`src/design/dtq_pkg.sv`:
```
package dtq_pkg;

  localparam int MAX_Q_BITS = 26;
  localparam int QW = 5;
  localparam int WHOLE_W = 32;
  localparam int FRAC_W = 64;
  localparam int QUEUE_DEPTH = 2;
  localparam int QPTR_W = $clog2(QUEUE_DEPTH);

  localparam logic [7:0] CH_NUL = 8'h00;
  localparam logic [7:0] CH_ZERO = 8'h30;
  localparam logic [7:0] CH_NINE = 8'h39;
  localparam logic [7:0] CH_DOT = 8'h2E;
  localparam logic [7:0] CH_COMMA = 8'h2C;

  localparam logic [QW-1:0] Q_BITS_RESET = QW'(16);
  localparam logic [FRAC_W-1:0] WEIGHT_RESET = FRAC_W'(5);

  localparam logic REG_Q_BITS = 1'b0;

  typedef enum logic [1:0] {
    OP_DIGIT,
    OP_POINT,
    OP_OTHER,
    OP_TERM
  } op_t;

  typedef struct packed {
    op_t        op;
    logic [3:0] digit;
  } op_beat_t;

  function automatic logic [QW-1:0] eff_q(input logic [QW-1:0] q);
    return (q > QW'(MAX_Q_BITS)) ? QW'(MAX_Q_BITS) : q;
  endfunction

endpackage

```
`src/design/dtq_in_if.sv`:
```
interface dtq_in_if;
  logic       valid;
  logic       ready;
  logic [7:0] char_in;

  modport source (output valid, output char_in, input ready);
  modport sink (input valid, input char_in, output ready);
endinterface

```
`src/design/dtq_out_if.sv`:
```
interface dtq_out_if;
  logic        valid;
  logic        ready;
  logic [31:0] q_value;
  logic        no_point;

  modport source (output valid, output q_value, output no_point, input ready);
  modport sink (input valid, input q_value, input no_point, output ready);
endinterface

```
`src/design/dtq_front.sv`:
```
module dtq_front
  import dtq_pkg::*;
(
  input  logic     clk,
  input  logic     rst_n,
  input  logic     in_valid,
  output logic     in_ready,
  input  logic [7:0] in_char,
  output logic     deq_valid,
  input  logic     deq_ready,
  output op_beat_t deq_beat
);

  op_beat_t          queue_r [QUEUE_DEPTH];
  logic [QPTR_W-1:0] wptr_r, wptr_nxt;
  logic [QPTR_W-1:0] rptr_r, rptr_nxt;
  logic [QPTR_W:0]   count_r, count_nxt;
  op_beat_t          enq_beat;
  logic              push, pop;

  always_comb begin
    enq_beat.digit = in_char[3:0];
    if (in_char == CH_NUL) begin
      enq_beat.op = OP_TERM;
    end else if (in_char inside {[CH_ZERO:CH_NINE]}) begin
      enq_beat.op = OP_DIGIT;
    end else if (in_char inside {CH_DOT, CH_COMMA}) begin
      enq_beat.op = OP_POINT;
    end else begin
      enq_beat.op = OP_OTHER;
    end
  end

  assign in_ready  = (count_r != (QPTR_W+1)'(QUEUE_DEPTH));
  assign deq_valid = (count_r != '0);
  assign deq_beat  = queue_r[rptr_r];
  assign push      = in_valid && in_ready;
  assign pop       = deq_valid && deq_ready;

  always_comb begin
    wptr_nxt  = push ? wptr_r + 1'b1 : wptr_r;
    rptr_nxt  = pop ? rptr_r + 1'b1 : rptr_r;
    count_nxt = count_r + (QPTR_W+1)'(push) - (QPTR_W+1)'(pop);
  end

  always_ff @(posedge clk) begin
    if (!rst_n) begin
      wptr_r  <= '0;
      rptr_r  <= '0;
      count_r <= '0;
    end else begin
      wptr_r  <= wptr_nxt;
      rptr_r  <= rptr_nxt;
      count_r <= count_nxt;
    end
  end

  always_ff @(posedge clk) begin
    if (push) begin
      queue_r[wptr_r] <= enq_beat;
    end
  end

endmodule

```
`src/design/dtq_back.sv`:
```
module dtq_back
  import dtq_pkg::*;
(
  input  logic               clk,
  input  logic               rst_n,
  input  logic [QW-1:0]      q_bits,
  input  logic               deq_valid,
  output logic               deq_ready,
  input  op_beat_t           deq_beat,
  output logic               out_valid,
  input  logic               out_ready,
  output logic [WHOLE_W-1:0] out_q_value,
  output logic               out_no_point
);

  typedef enum logic [1:0] {
    S_IDLE,
    S_ADD,
    S_MUL,
    S_ROUND
  } state_t;

  typedef enum logic [2:0] {
    PH_LEAD,
    PH_WHOLE,
    PH_SEARCH,
    PH_FRAC,
    PH_DONE
  } phase_t;

  state_t             state_r, state_nxt;
  phase_t             phase_r, phase_nxt;
  logic [WHOLE_W-1:0] whole_r, whole_nxt;
  logic [FRAC_W-1:0]  resid_r, resid_nxt;
  logic [FRAC_W-1:0]  weight_r, weight_nxt;
  logic [QW-1:0]      bits_r, bits_nxt;
  logic [3:0]         digit_r, digit_nxt;
  logic               term_r, term_nxt;
  logic [FRAC_W-1:0]  sum_r, sum_nxt;
  logic [FRAC_W-1:0]  diff_r, diff_nxt;
  logic               ge_r, ge_nxt;
  logic               out_valid_r, out_valid_nxt;
  logic [WHOLE_W-1:0] q_value_r, q_value_nxt;
  logic               no_point_r, no_point_nxt;

  logic [FRAC_W:0]    wide_diff;
  logic [FRAC_W-1:0]  kept;
  logic [QW-1:0]      q_eff;
  logic               take;

  assign q_eff     = eff_q(q_bits);
  assign take      = (state_r == S_IDLE) && deq_valid &&
                     ((deq_beat.op != OP_TERM) || !out_valid_r);
  assign deq_ready = take;
  assign out_valid    = out_valid_r;
  assign out_q_value  = q_value_r;
  assign out_no_point = no_point_r;

  always_comb begin
    wide_diff = '0;
    kept      = ge_r ? diff_r : sum_r;

    state_nxt     = state_r;
    phase_nxt     = phase_r;
    whole_nxt     = whole_r;
    resid_nxt     = resid_r;
    weight_nxt    = weight_r;
    bits_nxt      = bits_r;
    digit_nxt     = digit_r;
    term_nxt      = term_r;
    sum_nxt       = sum_r;
    diff_nxt      = diff_r;
    ge_nxt        = ge_r;
    out_valid_nxt = out_valid_r && !out_ready;
    q_value_nxt   = q_value_r;
    no_point_nxt  = no_point_r;

    case (state_r)
      S_IDLE: begin
        if (take) begin
          case (deq_beat.op)
            OP_TERM: begin
              if (phase_r inside {PH_FRAC, PH_DONE}) begin
                term_nxt  = 1'b1;
                digit_nxt = '0;
                state_nxt = (bits_r != '0) ? S_ADD : S_ROUND;
              end else begin
                out_valid_nxt = 1'b1;
                q_value_nxt   = whole_r << q_eff;
                no_point_nxt  = 1'b1;
                phase_nxt     = PH_LEAD;
                whole_nxt     = '0;
                resid_nxt     = '0;
                weight_nxt    = WEIGHT_RESET;
                bits_nxt      = '0;
              end
            end
            OP_DIGIT: begin
              if (phase_r inside {PH_LEAD, PH_WHOLE}) begin
                if (!(phase_r == PH_LEAD && deq_beat.digit == 4'd0)) begin
                  whole_nxt = (whole_r << 3) + (whole_r << 1) +
                              WHOLE_W'(deq_beat.digit);
                  phase_nxt = PH_WHOLE;
                end
              end else if (phase_r == PH_FRAC && bits_r != '0) begin
                term_nxt  = 1'b0;
                digit_nxt = deq_beat.digit;
                state_nxt = S_ADD;
              end
            end
            OP_POINT: begin
              if (phase_r inside {PH_LEAD, PH_WHOLE, PH_SEARCH}) begin
                whole_nxt = whole_r << q_eff;
                bits_nxt  = q_eff;
                phase_nxt = PH_FRAC;
              end else if (phase_r == PH_FRAC) begin
                phase_nxt = PH_DONE;
              end
            end
            OP_OTHER: begin
              if (phase_r inside {PH_LEAD, PH_WHOLE}) begin
                phase_nxt = PH_SEARCH;
              end else if (phase_r == PH_FRAC) begin
                phase_nxt = PH_DONE;
              end
            end
            default: begin
            end
          endcase
        end
      end
      S_ADD: begin
        sum_nxt   = resid_r + FRAC_W'(digit_r);
        wide_diff = {1'b0, sum_nxt} - {1'b0, weight_r};
        diff_nxt  = wide_diff[FRAC_W-1:0];
        ge_nxt    = !wide_diff[FRAC_W];
        bits_nxt  = bits_r - 1'b1;
        state_nxt = S_MUL;
      end
      S_MUL: begin
        whole_nxt  = whole_r + (WHOLE_W'(ge_r) << bits_r);
        resid_nxt  = (kept << 3) + (kept << 1);
        weight_nxt = (weight_r << 2) + weight_r;
        digit_nxt  = '0;
        if (!term_r) begin
          state_nxt = S_IDLE;
        end else if (bits_r != '0) begin
          state_nxt = S_ADD;
        end else begin
          state_nxt = S_ROUND;
        end
      end
      S_ROUND: begin
        out_valid_nxt = 1'b1;
        q_value_nxt   = whole_r + WHOLE_W'(resid_r >= weight_r);
        no_point_nxt  = 1'b0;
        phase_nxt     = PH_LEAD;
        whole_nxt     = '0;
        resid_nxt     = '0;
        weight_nxt    = WEIGHT_RESET;
        bits_nxt      = '0;
        term_nxt      = 1'b0;
        state_nxt     = S_IDLE;
      end
      default: begin
        state_nxt = S_IDLE;
      end
    endcase
  end

  always_ff @(posedge clk) begin
    if (!rst_n) begin
      state_r     <= S_IDLE;
      phase_r     <= PH_LEAD;
      whole_r     <= '0;
      resid_r     <= '0;
      weight_r    <= WEIGHT_RESET;
      bits_r      <= '0;
      term_r      <= 1'b0;
      out_valid_r <= 1'b0;
    end else begin
      state_r     <= state_nxt;
      phase_r     <= phase_nxt;
      whole_r     <= whole_nxt;
      resid_r     <= resid_nxt;
      weight_r    <= weight_nxt;
      bits_r      <= bits_nxt;
      term_r      <= term_nxt;
      out_valid_r <= out_valid_nxt;
    end
    digit_r    <= digit_nxt;
    sum_r      <= sum_nxt;
    diff_r     <= diff_nxt;
    ge_r       <= ge_nxt;
    q_value_r  <= q_value_nxt;
    no_point_r <= no_point_nxt;
  end

endmodule

```
`src/design/decimal_text_to_q_fixed.sv`:
```
// Channel | Direction | Beat fields
// in_chan  | sink      | char_in[7:0]
// out_chan | source    | q_value[31:0], no_point
// cfg      | APB slave | q_bits[4:0] at byte address 0
//
// The front classifies one character per cycle, unless full, into a two-entry queue.
// In S_IDLE the back retires one beat per cycle; a fraction digit runs S_ADD, S_MUL.
// A terminator after a point runs S_ADD, S_MUL per open fraction bit, then S_ROUND.
// The back holds a terminator while an earlier result still waits in the output register.
// Reset is synchronous and active low and needs no clearing pass.
module decimal_text_to_q_fixed
  import dtq_pkg::*;
(
  input  logic        clk,
  input  logic        rst_n,
  dtq_in_if.sink      in_chan,
  dtq_out_if.source   out_chan,
  input  logic        psel,
  input  logic        penable,
  input  logic        pwrite,
  input  logic [2:0]  paddr,
  input  logic [31:0] pwdata,
  output logic [31:0] prdata,
  output logic        pready
);

  logic [QW-1:0] q_bits_r, q_bits_nxt;
  logic          deq_valid, deq_ready;
  op_beat_t      deq_beat;
  logic          cfg_write;

  assign pready    = 1'b1;
  assign cfg_write = psel && penable && pwrite && (paddr[2] == REG_Q_BITS);
  assign q_bits_nxt = cfg_write ? pwdata[QW-1:0] : q_bits_r;
  assign prdata    = (paddr[2] == REG_Q_BITS) ? {{(32-QW){1'b0}}, q_bits_r} : '0;

  always_ff @(posedge clk) begin
    if (!rst_n) begin
      q_bits_r <= Q_BITS_RESET;
    end else begin
      q_bits_r <= q_bits_nxt;
    end
  end

  dtq_front u_front (
    .clk       (clk),
    .rst_n     (rst_n),
    .in_valid  (in_chan.valid),
    .in_ready  (in_chan.ready),
    .in_char   (in_chan.char_in),
    .deq_valid (deq_valid),
    .deq_ready (deq_ready),
    .deq_beat  (deq_beat)
  );

  dtq_back u_back (
    .clk          (clk),
    .rst_n        (rst_n),
    .q_bits       (q_bits_r),
    .deq_valid    (deq_valid),
    .deq_ready    (deq_ready),
    .deq_beat     (deq_beat),
    .out_valid    (out_chan.valid),
    .out_ready    (out_chan.ready),
    .out_q_value  (out_chan.q_value),
    .out_no_point (out_chan.no_point)
  );

endmodule
```
`src/flat_wrapper.sv`:
```
// flat-port wrapper written by rule: the top's interface ports become plain ports
module decimal_text_to_q_fixed_flat import dtq_pkg::*;
  (clk, rst_n, psel, penable, pwrite, paddr, pwdata, prdata, pready, in_chan_valid, in_chan_char_in, in_chan_ready, out_chan_valid, out_chan_q_value, out_chan_no_point, out_chan_ready);
  dtq_in_if in_chan_i ();
  dtq_out_if out_chan_i ();
  input  logic clk;
  input  logic rst_n;
  input  logic psel;
  input  logic penable;
  input  logic pwrite;
  input  logic [2:0] paddr;
  input  logic [31:0] pwdata;
  output logic [31:0] prdata;
  output logic pready;
  input wire logic [$bits(in_chan_i.valid)-1:0] in_chan_valid;
  input wire logic [$bits(in_chan_i.char_in)-1:0] in_chan_char_in;
  output wire logic [$bits(in_chan_i.ready)-1:0] in_chan_ready;
  output wire logic [$bits(out_chan_i.valid)-1:0] out_chan_valid;
  output wire logic [$bits(out_chan_i.q_value)-1:0] out_chan_q_value;
  output wire logic [$bits(out_chan_i.no_point)-1:0] out_chan_no_point;
  input wire logic [$bits(out_chan_i.ready)-1:0] out_chan_ready;
  assign in_chan_i.valid = in_chan_valid;
  assign in_chan_i.char_in = in_chan_char_in;
  assign in_chan_ready = in_chan_i.ready;
  assign out_chan_valid = out_chan_i.valid;
  assign out_chan_q_value = out_chan_i.q_value;
  assign out_chan_no_point = out_chan_i.no_point;
  assign out_chan_i.ready = out_chan_ready;
  decimal_text_to_q_fixed u_core (.clk(clk), .rst_n(rst_n), .in_chan(in_chan_i), .out_chan(out_chan_i), .psel(psel), .penable(penable), .pwrite(pwrite), .paddr(paddr), .pwdata(pwdata), .prdata(prdata), .pready(pready));
endmodule
```
`config.mk`:
```
export PLATFORM = sky130hd
export DESIGN_NAME = decimal_text_to_q_fixed_flat
export DESIGN_NICKNAME = d
export VERILOG_FILES = /design/src/design/dtq_pkg.sv /design/src/design/dtq_in_if.sv /design/src/design/dtq_out_if.sv /design/src/design/dtq_front.sv /design/src/design/dtq_back.sv /design/src/design/decimal_text_to_q_fixed.sv /design/src/flat_wrapper.sv
export SDC_FILE = /design/constraint.sdc
export NUM_CORES = 2
export LEC_CHECK = 0
export BUFFER_PORTS_ARGS = -buffer_cell sky130_fd_sc_hd__buf_2
export CORE_UTILIZATION = 60
export CTS_BUF_LIST = sky130_fd_sc_hd__clkbuf_8 sky130_fd_sc_hd__clkbuf_16
export CTS_CLUSTER_SIZE = 40
export DETAILED_ROUTE_END_ITERATION = 8
export PLACE_DENSITY = 0.78
export SETUP_SLACK_MARGIN = 0.3
export SLEW_MARGIN = 20
export SYNTH_ARGS = -nofsm -noshare
export SYNTH_HDL_FRONTEND = slang
export SYNTH_SLANG_ARGS = --single-unit
```
`constraint.sdc`:
```
create_clock -name clk -period 5.9 [get_ports clk]
set_clock_uncertainty 0.1 [all_clocks]
set_input_delay 0.59 -clock clk [delete_from_list [all_inputs] [get_ports clk]]
set_output_delay 0.59 -clock clk [all_outputs]
set_load 0.1 [all_outputs]
```
==> run_results.csv <==
group,metric,value,unit
synth,synth_top_family_by_area,"compound AO/OA/AOI/OAI gates",
routing,postRouteAntennaNets,0,
cts,clock-sinks,356,
worst_setup_path,end_kind,"flip-flop",
routing,routed_wl,88200,um
timing,fmax,185,MHz
timing,holdWs,0.121,ns
global_route,grt_max_degree,80,
power,powerDensity,613,mW/mm^2
synth,syn_area,0.0320,mm^2
synth,netlist.area_leader.share,16.5,%
routing,post-route-drc-count,0,
final_layout,syn_to_final_growth,7.12,%
synth,synth_ff_type,"dfxtp_1",
worst_setup_path,crit_arrival,5.62,ns
worst_setup_path,crit_top_cell,"buf_4",
global_route,gr-usage-all-layers,32.0,%
synth,synthXorXnorAreaFrac,8.72,%
cts,cts_tree,"yes",
timing,rsz0062_at_grt,"true",
worst_setup_path,crit_chain,"ha_1, inv_1, fa_1, nor2b_1, nor2_1, nor2_1, buf_4, and2_2, buf_4, nand2_1, or2_2, xnor2_1, ha_1, a21o_1, a21oi_1, nand2_1, a211oi_1, nand4b_1, nand3_1, o21ai_1, a221oi_1, buf_4, o31ai_2, xor2_1",
worst_hold_path,min-delay-start,"pwdata[4]",
synth,synth_compound_area_share,23.3,%
timing,hold_viol,0,
worst_setup_path,cp_slowest_cell,"fa_1",
timing,tns,0,ns
timing,finalSetupViolCount,0,
synth,avgSynthCellArea,8.52,um^2
placed_design,place_congestion,0.967,
timing,period_needed,5.40,ns
power,comb_power_share,67.2,%
synth,synth_edf_count,176,
synth,synthDistinctLibCells,93,
final_layout,drive_gt1_share,8.06,%
die,die_area,0.0543,mm^2
synth,synth_simple_gate_area_share,15.5,%
power,internal_power,10900,uW
routing,drt-wirelength-per-cell,19.8,um
cts,clock_latency,0.59,ns
worst_hold_path,hold_class,"in2reg",
global_route,grt_pass1_wl,139000,um
cts,htreeDepth,2,
power,leakagePower,0.0153,uW
timing,tightest_slew,1.10,ns
power,power_frac_seq,20.2,%
cts,clk_transition_reported_paths,0.06,ns
synth,ys_warn_count,0,
cts,cts_buffers,42,
placed_design,dp_hpwl,65900,um
timing,max_slew_margin,25.6,%
status,status,"complete, no violations",
die,die_h,233,um
worst_setup_path,crit_family,"simple AND/OR/NAND/NOR gates",
synth,synthCells,3758,
global_route,grt_pass1_vias,26300,
worst_setup_path,critical_path.startpoint,"u_core.u_back.resid_r[1]$_SDFFE_PN0P_",
synth,ys_seq_area_share,27.8,%
synth,synthTopCellsByArea,"edfxtp_1, ha_1, dfxtp_1, xnor2_1, a21oi_1",
power,p_clk_share,12.6,%
routing,drt_iter0_markers,2583,
placed_design,place.port_buffers,60,
routing,vias,28400,
final_layout,nNetsFinal,4148,
timing,drv_slew,0,
synth,yosys.area_share.adder,14.1,%
power,power.switching,10100,uW
die,fp.coreArea,0.0527,mm^2
routing,vias_per_cell,6.36,
synth,synth_top_area_cell,"edfxtp_1",
synth,synthTopCellsByCount,"ha_1, nand2_1, a21oi_1",
routing,drt_first_pass_iters,6,
worst_setup_path,crit_type,"reg2reg",
die,rows,84,
worst_setup_path,max_stage_delay,0.41,ns
worst_setup_path,regToRegStartpoint,"u_core.u_back.resid_r[1]$_SDFFE_PN0P_",
synth,async_reset_ff_share,0,%
worst_setup_path,worstPathRequired,6.11,ns
synth,synth_seq_cells,356,
worst_setup_path,crit_buf_inv,4,
global_route,grt_antenna_before_repair,1,
power,vdd_drop_max,512,uV
job,maxCapViolCount,0,
power,switching_share,48.0,%
die,dieWidth,233,um
synth,synth_most_common_cell,"ha_1",
global_route,gr-total-overflow,0,
cts,ctsLongestPathBuffers,3,
worst_setup_path,startpoint_type,"flip-flop",
timing,post-route-period-util,91.6,%
die,start_util,60.8,%
worst_setup_path,rrSetupSlack,0.50,ns
synth,synthMuxAreaShare,6.18,%
die,io_pins,118,
worst_setup_path,cp_max_fo,5,
cts,cts_root_buf,"clkbuf_16",
[state kept, by name, indices dropped and copies added, names as in the netlist, 2 cells and up, named ones only]
name / cells
u_core.u_back.whole_r: 32
u_core.u_back.state_r: 2
u_core.u_back.phase_r: 3
u_core.u_back.bits_r: 5
u_core.q_bits_r: 5
u_core.u_front.queue_r: 12
u_core.u_back.diff_r: 63
u_core.u_back.digit_r: 4
u_core.u_front.count_r: 2
u_core.u_back.resid_r: 63
u_core.u_back.out_q_value: 32
u_core.u_back.weight_r: 63
u_core.u_back.sum_r: 63
[layout by cell type, fill, tap and decap left out, types with 9 or more instances in the layout]
cell         n
a211oi_1    28
a21o_1     202
a21oi_1    308
a221oi_1    23
a22oi_1     51
a31oi_1     40
and2_1      16
and3_1      48
buf_2       60
buf_4       34
clkbuf_16   43
clkinv_2     9
conb_1      28
dfxtp_1    178
edfxtp_1   176
ha_1       350
inv_1      161
mux2_2      66
mux2i_1    119
nand2_1    311
nand2b_1    41
nand3_1     99
nand4_1     73
nor2_1     292
nor2b_1     38
nor3_1      62
o211ai_1    15
o21a_1      25
o21ai_0    219
o21ai_1     20
o21bai_1    44
o221ai_1    17
o22ai_1     11
o31ai_1     14
or2_2       13
or3_1        9
xnor2_1    186
xor2_1     131
[final timing paths]
check | to | depth (start not counted)
worst max-delay path | u_core.u_back.diff_r[61]$_DFFE_PP_ | 24
worst max register to register | u_core.u_back.diff_r[61]$_DFFE_PP_ | 24
worst min register to register | u_core.u_back.phase_r[0]$_SDFFE_PN0P_ | 2
worst min-delay path | u_core.q_bits_r[4]$_SDFFE_PN1P_ | 3
[per-layer routing]
layer  share of wire, %  GRT usage, %
met3                7.3          4.28
met4                3.4          11.4
met5                  0             0
met2                 44          50.6
met1                 45          44.4
[stage by stage]
step                cells  setup WS, ns  utilization [%]  instance area, um^2  total power (uW)
global placement     4381         0.470             62.3                32800             17700
finish               4461         0.495             65.2                34300             21000
detailed placement   4381         0.367             62.3                32800             17900
CTS                  4458         0.340             64.9                34200             20600
global route         4460         0.206             65.2                34300             22400
floorplan            3784         0.950                -                32100             14500
[area by class of cell]
| cell class | count | area [um^2] |
|---|---|---|
| multi-input combinational | 3087 | 22000 |
| sequential | 356 | 8890 |
| fill | 4536 | 18300 |
| clock inverter | 33 | 294 |
| timing repair buffer | 96 | 603 |
| antenna | 1 | 2.50 |
| tap | 688 | 861 |
| clock buffer | 44 | 1090 |
| inverter | 156 | 587 |
[power by group through the flow]
| stage | Clock [uW] | Combinational [uW] | Sequential [uW] |
|---|---|---|---|
| after detailed placement | 0 | 13600 | 4280 |
| after global routing | 2760 | 15300 | 4300 |
| after global placement | 0 | 13500 | 4250 |
| after floorplan | 0 | 10000 | 4500 |
| final | 2650 | 14100 | 4250 |
| after CTS | 2680 | 13700 | 4230 |
[worst register-to-register path, stage by stage, from the launching register on]
cell and delay [ns]:
dfxtp_1 0.35, ha_1 0.18, inv_1 0.06, fa_1 0.41, nor2b_1 0.16, nor2_1 0.06
nor2_1 0.11, buf_4 0.17, and2_2 0.20, buf_4 0.16, nand2_1 0.10, or2_2 0.34
xnor2_1 0.23, ha_1 0.34, a21o_1 0.21, a21oi_1 0.31, nand2_1 0.10, a211oi_1 0.24
nand4b_1 0.18, nand3_1 0.22, o21ai_1 0.16, a221oi_1 0.32, buf_4 0.19, o31ai_2 0.09
xor2_1 0.15
[kinds of logic after synthesis]
| group | count (synthesis) |
|---|---|
| AO/OA/AOI/OAI | 1140 |
| XOR/XNOR | 319 |
| adder cells (fa/ha/maj) | 359 |
| buffers and inverters | 341 |
| flip-flops | 356 |
| multiplexers | 187 |
| other | 2 |
| AND/OR/NAND/NOR | 1054 |
[what timing repair did]
item | in CTS | in global routing
gates resized for setup | 0 | 21
hold buffers | 0 | 0
buffers inserted | 0 | 1
endpoints found under the setup margin | 0 | 18
Note: power is estimated with default switching activity, not from simulation.
